--- src/design/assert_macros.svh ---
// Assertion macros shared by the MD5 engine RTL.
// Expects clk_i and rst_ni in the scope where a macro is used.
`ifndef ASSERT_MACROS_SVH
`define ASSERT_MACROS_SVH

`ifndef SYNTHESIS
`define ASSERT_IMPLY(label, ante, cons, msg) \
  label: assert property (@(posedge clk_i) disable iff (!rst_ni) (ante) |-> (cons)) \
    else $error(msg);
`define ASSERT_NEXT(label, ante, cons, msg) \
  label: assert property (@(posedge clk_i) disable iff (!rst_ni) (ante) |=> (cons)) \
    else $error(msg);
`else
`define ASSERT_IMPLY(label, ante, cons, msg)
`define ASSERT_NEXT(label, ante, cons, msg)
`endif

`endif

--- src/design/md5_pkg.sv ---
// Package for the MD5 engine: types, initial values, round constants and schedules.
// No dependencies.
package md5_pkg;

  typedef struct packed {
    logic [31:0] a;
    logic [31:0] b;
    logic [31:0] c;
    logic [31:0] d;
  } md5_words_t;

  typedef enum logic [2:0] {
    ST_IDLE,
    ST_PAD,
    ST_LOAD,
    ST_ROUND,
    ST_ADD
  } md5_state_e;

  localparam logic [31:0] IvA = 32'h67452301;
  localparam logic [31:0] IvB = 32'hefcdab89;
  localparam logic [31:0] IvC = 32'h98badcfe;
  localparam logic [31:0] IvD = 32'h10325476;

  localparam logic [7:0] PadByte = 8'h80;
  localparam logic [5:0] LenPos  = 6'd56;
  localparam logic [5:0] LastPos = 6'd63;

  localparam logic [31:0] RoundK [64] = '{
    32'hd76aa478, 32'he8c7b756, 32'h242070db, 32'hc1bdceee,
    32'hf57c0faf, 32'h4787c62a, 32'ha8304613, 32'hfd469501,
    32'h698098d8, 32'h8b44f7af, 32'hffff5bb1, 32'h895cd7be,
    32'h6b901122, 32'hfd987193, 32'ha679438e, 32'h49b40821,
    32'hf61e2562, 32'hc040b340, 32'h265e5a51, 32'he9b6c7aa,
    32'hd62f105d, 32'h02441453, 32'hd8a1e681, 32'he7d3fbc8,
    32'h21e1cde6, 32'hc33707d6, 32'hf4d50d87, 32'h455a14ed,
    32'ha9e3e905, 32'hfcefa3f8, 32'h676f02d9, 32'h8d2a4c8a,
    32'hfffa3942, 32'h8771f681, 32'h6d9d6122, 32'hfde5380c,
    32'ha4beea44, 32'h4bdecfa9, 32'hf6bb4b60, 32'hbebfbc70,
    32'h289b7ec6, 32'heaa127fa, 32'hd4ef3085, 32'h04881d05,
    32'hd9d4d039, 32'he6db99e5, 32'h1fa27cf8, 32'hc4ac5665,
    32'hf4292244, 32'h432aff97, 32'hab9423a7, 32'hfc93a039,
    32'h655b59c3, 32'h8f0ccc92, 32'hffeff47d, 32'h85845dd1,
    32'h6fa87e4f, 32'hfe2ce6e0, 32'ha3014314, 32'h4e0811a1,
    32'hf7537e82, 32'hbd3af235, 32'h2ad7d2bb, 32'heb86d391
  };

  function automatic logic [4:0] rot_amount(input logic [5:0] rnd);
    logic [4:0] s;
    case ({rnd[5:4], rnd[1:0]})
      4'h0: s = 5'd7;
      4'h1: s = 5'd12;
      4'h2: s = 5'd17;
      4'h3: s = 5'd22;
      4'h4: s = 5'd5;
      4'h5: s = 5'd9;
      4'h6: s = 5'd14;
      4'h7: s = 5'd20;
      4'h8: s = 5'd4;
      4'h9: s = 5'd11;
      4'ha: s = 5'd16;
      4'hb: s = 5'd23;
      4'hc: s = 5'd6;
      4'hd: s = 5'd10;
      4'he: s = 5'd15;
      default: s = 5'd21;
    endcase
    return s;
  endfunction

  function automatic logic [3:0] msg_index(input logic [5:0] rnd);
    logic [3:0] r;
    logic [3:0] g;
    r = rnd[3:0];
    case (rnd[5:4])
      2'd0: g = r;
      2'd1: g = 4'(r * 4'd5) + 4'd1;
      2'd2: g = 4'(r * 4'd3) + 4'd5;
      default: g = 4'(r * 4'd7);
    endcase
    return g;
  endfunction

endpackage

--- src/design/md5_ifs.sv ---
// Handshake channels of the MD5 engine: message byte requests and digest results.
// No dependencies.
interface md5_in_if;
  logic       valid;
  logic       ready;
  logic [7:0] data_byte;
  logic       byte_present;
  logic       message_end;

  modport source (output valid, data_byte, byte_present, message_end, input ready);
  modport sink (input valid, data_byte, byte_present, message_end, output ready);
endinterface

interface md5_out_if;
  logic        valid;
  logic        ready;
  logic [31:0] digest_a;
  logic [31:0] digest_b;
  logic [31:0] digest_c;
  logic [31:0] digest_d;

  modport source (output valid, digest_a, digest_b, digest_c, digest_d, input ready);
  modport sink (input valid, digest_a, digest_b, digest_c, digest_d, output ready);
endinterface

--- src/design/md5_hash_engine.sv ---
// Top level of the byte-serial MD5 engine.
// Depends on md5_pkg, md5_ifs, md5_round and assert_macros.svh.
`include "assert_macros.svh"

// Message bytes are taken one per cycle while idle, until a 64-byte block is full. A
// full block is compressed by one shared round unit, one round per cycle (load, 64
// rounds, final add) during which no request is taken. A request that ends the message
// adds padding written one byte per cycle up to the end of the block (64 minus the fill
// count) and one more compression, or a second padded block and compression when 56 or
// more bytes were pending. The digest waits in an output register; new bytes are taken
// while it waits, and the next digest stalls at its final add until the previous one
// has been taken. After a digest the engine is back at the initial chaining values.
module md5_hash_engine (
  input  logic clk_i,
  input  logic rst_ni,
  md5_in_if.sink    in_i,
  md5_out_if.source out_o
);
  import md5_pkg::*;

  md5_state_e  state_q, state_d;
  logic [5:0]  fill_q, fill_d;
  logic [63:0] bitlen_q, bitlen_d;
  md5_words_t  chain_q, chain_d;
  md5_words_t  work_q, work_d;
  md5_words_t  digest_q, digest_d;
  md5_words_t  round_out;
  md5_words_t  sum;
  logic [5:0]  rnd_q, rnd_d;
  logic [5:0]  pad_idx_q, pad_idx_d;
  logic        pad_first_q, pad_first_d;
  logic        final_q, final_d;
  logic        end_pend_q, end_pend_d;
  logic        out_valid_q, out_valid_d;
  logic [5:0]  fill_next;
  logic        last_round;
  logic        digest_fire;
  logic        restarted;

  logic [31:0] words_q [16];
  logic        buf_we;
  logic [5:0]  buf_addr;
  logic [7:0]  buf_byte;

  md5_round u_round (
    .st_i  (work_q),
    .w_i   (words_q[msg_index(rnd_q)]),
    .rnd_i (rnd_q),
    .st_o  (round_out)
  );

  always_comb begin
    sum.a = chain_q.a + work_q.a;
    sum.b = chain_q.b + work_q.b;
    sum.c = chain_q.c + work_q.c;
    sum.d = chain_q.d + work_q.d;
  end

  assign in_i.ready     = (state_q == ST_IDLE);
  assign out_o.valid    = out_valid_q;
  assign out_o.digest_a = digest_q.a;
  assign out_o.digest_b = digest_q.b;
  assign out_o.digest_c = digest_q.c;
  assign out_o.digest_d = digest_q.d;

  assign last_round  = (state_q == ST_ROUND) && (rnd_q == LastPos);
  assign digest_fire = (state_q == ST_ADD) && final_q && (!out_valid_q || out_o.ready);
  assign restarted   = (state_q == ST_IDLE) && (fill_q == 6'd0) && (bitlen_q == 64'd0);

  always_comb begin
    state_d     = state_q;
    fill_d      = fill_q;
    bitlen_d    = bitlen_q;
    chain_d     = chain_q;
    work_d      = work_q;
    digest_d    = digest_q;
    rnd_d       = rnd_q;
    pad_idx_d   = pad_idx_q;
    pad_first_d = pad_first_q;
    final_d     = final_q;
    end_pend_d  = end_pend_q;
    out_valid_d = out_valid_q && !out_o.ready;
    buf_we      = 1'b0;
    buf_addr    = fill_q;
    buf_byte    = in_i.data_byte;
    fill_next   = in_i.byte_present ? fill_q + 6'd1 : fill_q;

    case (state_q)
      ST_IDLE: begin
        if (in_i.valid) begin
          final_d    = 1'b0;
          end_pend_d = in_i.message_end;
          if (in_i.byte_present) begin
            buf_we   = 1'b1;
            fill_d   = fill_next;
            bitlen_d = bitlen_q + 64'd8;
          end
          if (in_i.byte_present && fill_q == LastPos) begin
            state_d = ST_LOAD;
          end else if (in_i.message_end) begin
            state_d     = ST_PAD;
            pad_idx_d   = fill_next;
            pad_first_d = 1'b1;
            final_d     = (fill_next < LenPos);
          end
        end
      end
      ST_PAD: begin
        buf_we   = 1'b1;
        buf_addr = pad_idx_q;
        if (pad_first_q) begin
          buf_byte = PadByte;
        end else if (final_q && pad_idx_q >= LenPos) begin
          buf_byte = bitlen_q[{pad_idx_q[2:0], 3'b000} +: 8];
        end else begin
          buf_byte = 8'h00;
        end
        pad_first_d = 1'b0;
        pad_idx_d   = pad_idx_q + 6'd1;
        if (pad_idx_q == LastPos) begin
          state_d = ST_LOAD;
        end
      end
      ST_LOAD: begin
        work_d  = chain_q;
        rnd_d   = 6'd0;
        state_d = ST_ROUND;
      end
      ST_ROUND: begin
        work_d = round_out;
        rnd_d  = rnd_q + 6'd1;
        if (rnd_q == LastPos) begin
          state_d = ST_ADD;
        end
      end
      ST_ADD: begin
        if (final_q) begin
          if (!out_valid_q || out_o.ready) begin
            digest_d    = sum;
            out_valid_d = 1'b1;
            chain_d     = '{a: IvA, b: IvB, c: IvC, d: IvD};
            fill_d      = 6'd0;
            bitlen_d    = 64'd0;
            final_d     = 1'b0;
            end_pend_d  = 1'b0;
            state_d     = ST_IDLE;
          end
        end else begin
          chain_d = sum;
          if (end_pend_q) begin
            state_d     = ST_PAD;
            pad_idx_d   = 6'd0;
            pad_first_d = (fill_q == 6'd0);
            final_d     = 1'b1;
          end else begin
            state_d = ST_IDLE;
          end
        end
      end
      default: begin
        state_d = ST_IDLE;
      end
    endcase
  end

  always_ff @(posedge clk_i or negedge rst_ni) begin
    if (!rst_ni) begin
      state_q     <= ST_IDLE;
      fill_q      <= 6'd0;
      bitlen_q    <= 64'd0;
      chain_q     <= '{a: IvA, b: IvB, c: IvC, d: IvD};
      rnd_q       <= 6'd0;
      pad_idx_q   <= 6'd0;
      pad_first_q <= 1'b0;
      final_q     <= 1'b0;
      end_pend_q  <= 1'b0;
      out_valid_q <= 1'b0;
    end else begin
      state_q     <= state_d;
      fill_q      <= fill_d;
      bitlen_q    <= bitlen_d;
      chain_q     <= chain_d;
      rnd_q       <= rnd_d;
      pad_idx_q   <= pad_idx_d;
      pad_first_q <= pad_first_d;
      final_q     <= final_d;
      end_pend_q  <= end_pend_d;
      out_valid_q <= out_valid_d;
    end
  end

  always_ff @(posedge clk_i) begin
    work_q   <= work_d;
    digest_q <= digest_d;
    if (buf_we) begin
      words_q[buf_addr[5:2]][{buf_addr[1:0], 3'b000} +: 8] <= buf_byte;
    end
  end

  `ASSERT_IMPLY(idle_not_final_a, state_q == ST_IDLE, !final_q, "Final flag left set while idle.")
  `ASSERT_NEXT(round_end_a, last_round, state_q == ST_ADD, "Last round did not lead to the add.")
  `ASSERT_NEXT(digest_restart_a, digest_fire, out_valid_q && restarted, "Digest without restart.")

endmodule

--- src/design/md5_round.sv ---
// One MD5 round step, shared by all 64 rounds of a compression.
// Depends on md5_pkg.
module md5_round (
  input  md5_pkg::md5_words_t st_i,
  input  logic [31:0]         w_i,
  input  logic [5:0]          rnd_i,
  output md5_pkg::md5_words_t st_o
);
  import md5_pkg::*;

  logic [31:0] f;
  logic [31:0] t;
  logic [63:0] rot;

  always_comb begin
    case (rnd_i[5:4])
      2'd0: f = (st_i.b & st_i.c) | (~st_i.b & st_i.d);
      2'd1: f = (st_i.b & st_i.d) | (st_i.c & ~st_i.d);
      2'd2: f = st_i.b ^ st_i.c ^ st_i.d;
      default: f = st_i.c ^ (st_i.b | ~st_i.d);
    endcase
    t = st_i.a + f + RoundK[rnd_i] + w_i;
    rot = {t, t} << rot_amount(rnd_i);
    st_o.a = st_i.d;
    st_o.b = st_i.b + rot[63:32];
    st_o.c = st_i.b;
    st_o.d = st_i.c;
  end

endmodule
--- src/flat_wrapper.sv ---
// flat-port wrapper written by rule: the top's interface ports become plain ports
module md5_hash_engine_flat import md5_pkg::*;
  (clk_i, rst_ni, in_i_valid, in_i_data_byte, in_i_byte_present, in_i_message_end, in_i_ready, out_o_valid, out_o_digest_a, out_o_digest_b, out_o_digest_c, out_o_digest_d, out_o_ready);
  md5_in_if in_i_i ();
  md5_out_if out_o_i ();
  input  logic clk_i;
  input  logic rst_ni;
  input wire logic [$bits(in_i_i.valid)-1:0] in_i_valid;
  input wire logic [$bits(in_i_i.data_byte)-1:0] in_i_data_byte;
  input wire logic [$bits(in_i_i.byte_present)-1:0] in_i_byte_present;
  input wire logic [$bits(in_i_i.message_end)-1:0] in_i_message_end;
  output wire logic [$bits(in_i_i.ready)-1:0] in_i_ready;
  output wire logic [$bits(out_o_i.valid)-1:0] out_o_valid;
  output wire logic [$bits(out_o_i.digest_a)-1:0] out_o_digest_a;
  output wire logic [$bits(out_o_i.digest_b)-1:0] out_o_digest_b;
  output wire logic [$bits(out_o_i.digest_c)-1:0] out_o_digest_c;
  output wire logic [$bits(out_o_i.digest_d)-1:0] out_o_digest_d;
  input wire logic [$bits(out_o_i.ready)-1:0] out_o_ready;
  assign in_i_i.valid = in_i_valid;
  assign in_i_i.data_byte = in_i_data_byte;
  assign in_i_i.byte_present = in_i_byte_present;
  assign in_i_i.message_end = in_i_message_end;
  assign in_i_ready = in_i_i.ready;
  assign out_o_valid = out_o_i.valid;
  assign out_o_digest_a = out_o_i.digest_a;
  assign out_o_digest_b = out_o_i.digest_b;
  assign out_o_digest_c = out_o_i.digest_c;
  assign out_o_digest_d = out_o_i.digest_d;
  assign out_o_i.ready = out_o_ready;
  md5_hash_engine u_core (.clk_i(clk_i), .rst_ni(rst_ni), .in_i(in_i_i), .out_o(out_o_i));
endmodule
--- config.mk ---
export PLATFORM = sky130hd
export DESIGN_NAME = md5_hash_engine_flat
export DESIGN_NICKNAME = d
export VERILOG_FILES = /design/src/design/md5_pkg.sv /design/src/design/md5_ifs.sv /design/src/design/md5_hash_engine.sv /design/src/design/md5_round.sv /design/src/flat_wrapper.sv
export VERILOG_INCLUDE_DIRS = /design/src /design/src/design
export SDC_FILE = /design/constraint.sdc
export NUM_CORES = 2
export LEC_CHECK = 0
export ABC_AREA = 0
export BUFFER_PORTS_ARGS = -buffer_cell sky130_fd_sc_hd__buf_2
export CAP_MARGIN = 30
export CORE_MARGIN = 2
export CORE_UTILIZATION = 65
export DETAILED_ROUTE_END_ITERATION = 8
export HOLD_SLACK_MARGIN = 0.05
export MAX_ROUTING_LAYER = met4
export PLACE_DENSITY_LB_ADDON = 0.12
export SETUP_SLACK_MARGIN = 0.1
export SYNTH_ARGS = -nofsm -noshare
export SYNTH_HDL_FRONTEND = slang
export SYNTH_SLANG_ARGS = --single-unit
--- constraint.sdc ---
create_clock -name clk_i -period 26.9 [get_ports clk_i]
set_clock_uncertainty 0.15 [all_clocks]
set_input_delay 5.38 -clock clk_i [delete_from_list [all_inputs] [get_ports clk_i]]
set_output_delay 5.38 -clock clk_i [all_outputs]
set_load 0.02 [all_outputs]
==> impl_metrics.toml <==
[status]
outcome = "finished, final reports clean"

[final_layout]
fin_cells = 6254
area_delta_synth_final_pct = 9.30
nFillCells = 5884
drive_gt1_share_pct = 15.2
nets = 5330

[route]
drc_errors = 0
viasPerCell = 6.81
first_pass_iters = 9
via_count = 42600
wl_per_cell_um = 27.8
drt_iter0_markers = 5492
ant_nets = 0
wl_um = 174000

[sta]
period_share_pct = 47.8
rsz0062_at_grt = "false"
slew_violations = 0
slew_headroom_pct = 22.6
tns_ps = 0
hold_viol = 0
period_needed_ps = 12850
max_freq_mhz = 77.8
tightest_slew_ps = 1160
setup_viol = 0

[hold_path]
hold_class = "reg2reg"

[synth]
synth-seq-cells = 982
synthTopCellsByArea = "edfxtp_1 (41%), dfrtp_1 (6.6%), mux4_2 (5.9%), ha_1 (5.1%), dfstp_2 (3.0%)"
synthDistinctLibCells = 91
ys_warn_count = 0
ys.flop_type = "edfxtp_1"
synth_common_cells = "edfxtp_1 (768), nand2_1 (412), nor2_1 (412)"
yosys.area.top_type_share_pct = 40.6
syn_area_um2 = 56700
synthCells = 4944
avgSynthCellArea_um2 = 11.5
synth_area_leader_cell = "edfxtp_1"
synth_edf_count = 768
ys_seq_area_share_pct = 50.2
async_reset_ff_share_pct = 21.8
syn-num-nets = 5261
yosysMostFrequentCell = "edfxtp_1"

[clocking]
numCtsBuffers = 97
cts_tree = "built"
clock_sinks = 982
clk_pin_slew_worst_paths_ps = 60
post_cts_buffers = 0
clockRootBuffer = "clkbuf_16"
cts_max_level = 3
insertion_delay_ps = 720
cts_max_path_buffers = 3
cts.repair.resized = 0
hold_buffers = 0

[die]
die_w_um = 299
rows = 108
start_util_pct = 65.5
core-area_um2 = 86600
die-height_um = 299
die-area_um2 = 89700
io-pin-count = 144

[global_routing]
track_usage_pct = 39.4
grt_max_degree = 109
antenna_found_initial = 4
grt_pass1_vias = 40600
grt_pass1_wl_um = 255000
overflow = 0

[worst_setup_path]
critPathRequiredTime_ps = 27160
cp_common_cell = "a31oi_1"
slowest_stage = "ha_1"
critPathMaxStageDelay_ps = 760
crit_path_end_kind = "flip-flop"
setup.worst_path.start_class = "flip-flop"
cp_max_fo = 43
cp_data_arrival_time_ps = 13110
crit_type = "reg2reg"

[placement]
gp_congestion = 1.04
place_inst = 6057
place_hpwl_um = 121000
portBuffers = 143

[run]
cap_violations = 0
critical path: cells and delay by family (launching register included):
family	cells	cell delay (ps)
xor+xnor	2	400
flops	1	350
mux	3	810
compound gates	19	6090
buf+inv	5	1360
simple gates	3	420
fa+ha+maj	6	2930
logic make-up after synthesis:
| logic type | share of synthesized area, % |
|---|---|
| flip-flops | 50.2 |
| AND/OR/NAND/NOR | 10.2 |
| XOR/XNOR | 4.24 |
| AO/OA/AOI/OAI | 15.0 |
| multiplexers | 9.41 |
| buffers and inverters | 3.21 |
| adder cells (fa/ha/maj) | 7.66 |
flip-flops by register name (all words and copies together) (netlist names), 32 cells and up:
register	cells
u_core.out_o.digest_a	32
u_core.bitlen_q	61
u_core.words_q	512
u_core.work_q	128
u_core.out_o.digest_b	32
u_core.out_o.digest_d	32
u_core.chain_q	128
u_core.out_o.digest_c	32
cell type report:
class	count	area (um^2)	area share [%]
multi-input combinational	3483	26500	42.8
inverter	227	857	1.38
sequential	982	28500	46.0
antenna	4	10.0	0.0161
tap	1155	1450	2.33
clock buffer	120	2520	4.07
clock inverter	61	779	1.26
timing repair buffer	222	1370	2.21
layout by cell type (no fill, tap or decap), drive strengths merged, types with 150 or more instances in the layout:
cell and instances:
o21ai 327, nor2 413, a21oi 283, edfxtp 768
inv 226, xnor2 165, buf 222, dfrtp 150
ha 230, nand2 412
layer usage:
| layer | wire [um] | share of wire [%] | GRT usage, % |
|---|---|---|---|
| met1 | 66100 | 38 | 51.2 |
| met2 | 79700 | 46 | 59.2 |
| met3 | 16900 | 9.7 | 7.18 |
| met4 | 10900 | 6.3 | 21.7 |
| met5 | 0 | 0 | - |
stage by stage:
step                      worst slack (ps)  instance area, um^2  util (%)  hold WS [ps]
after floorplan                      15580                56700         -           319
after global placement               14440                58500      67.5           347
after detailed placement             14310                58600      67.6           352
after CTS                            14210                61900      71.5           364
after global routing                 13210                62000      71.6           382
final                                14050                62000      71.6           365
final timing paths:
kind / cells past startpoint / from / slack, ps / end
max: 38 / u_core.rnd_q[1] / 14050 / u_core.work_q[94]
min: 2 / u_core.chain_q[94] / 360 / u_core.chain_q[94]
max reg2reg: 38 / u_core.rnd_q[1] / 14050 / u_core.work_q[94]
min reg2reg: 2 / u_core.chain_q[94] / 360 / u_core.chain_q[94]
max in group asynchronous: 2 / rst_ni / 20740 / u_core.chain_q[108]
min in group asynchronous: 1 / rst_ni / 4570 / u_core.bitlen_q[44]
Power is left out: the tool's default activity adds up to more than one toggle a clock period on the data nets, which glitch-free logic cannot reach.
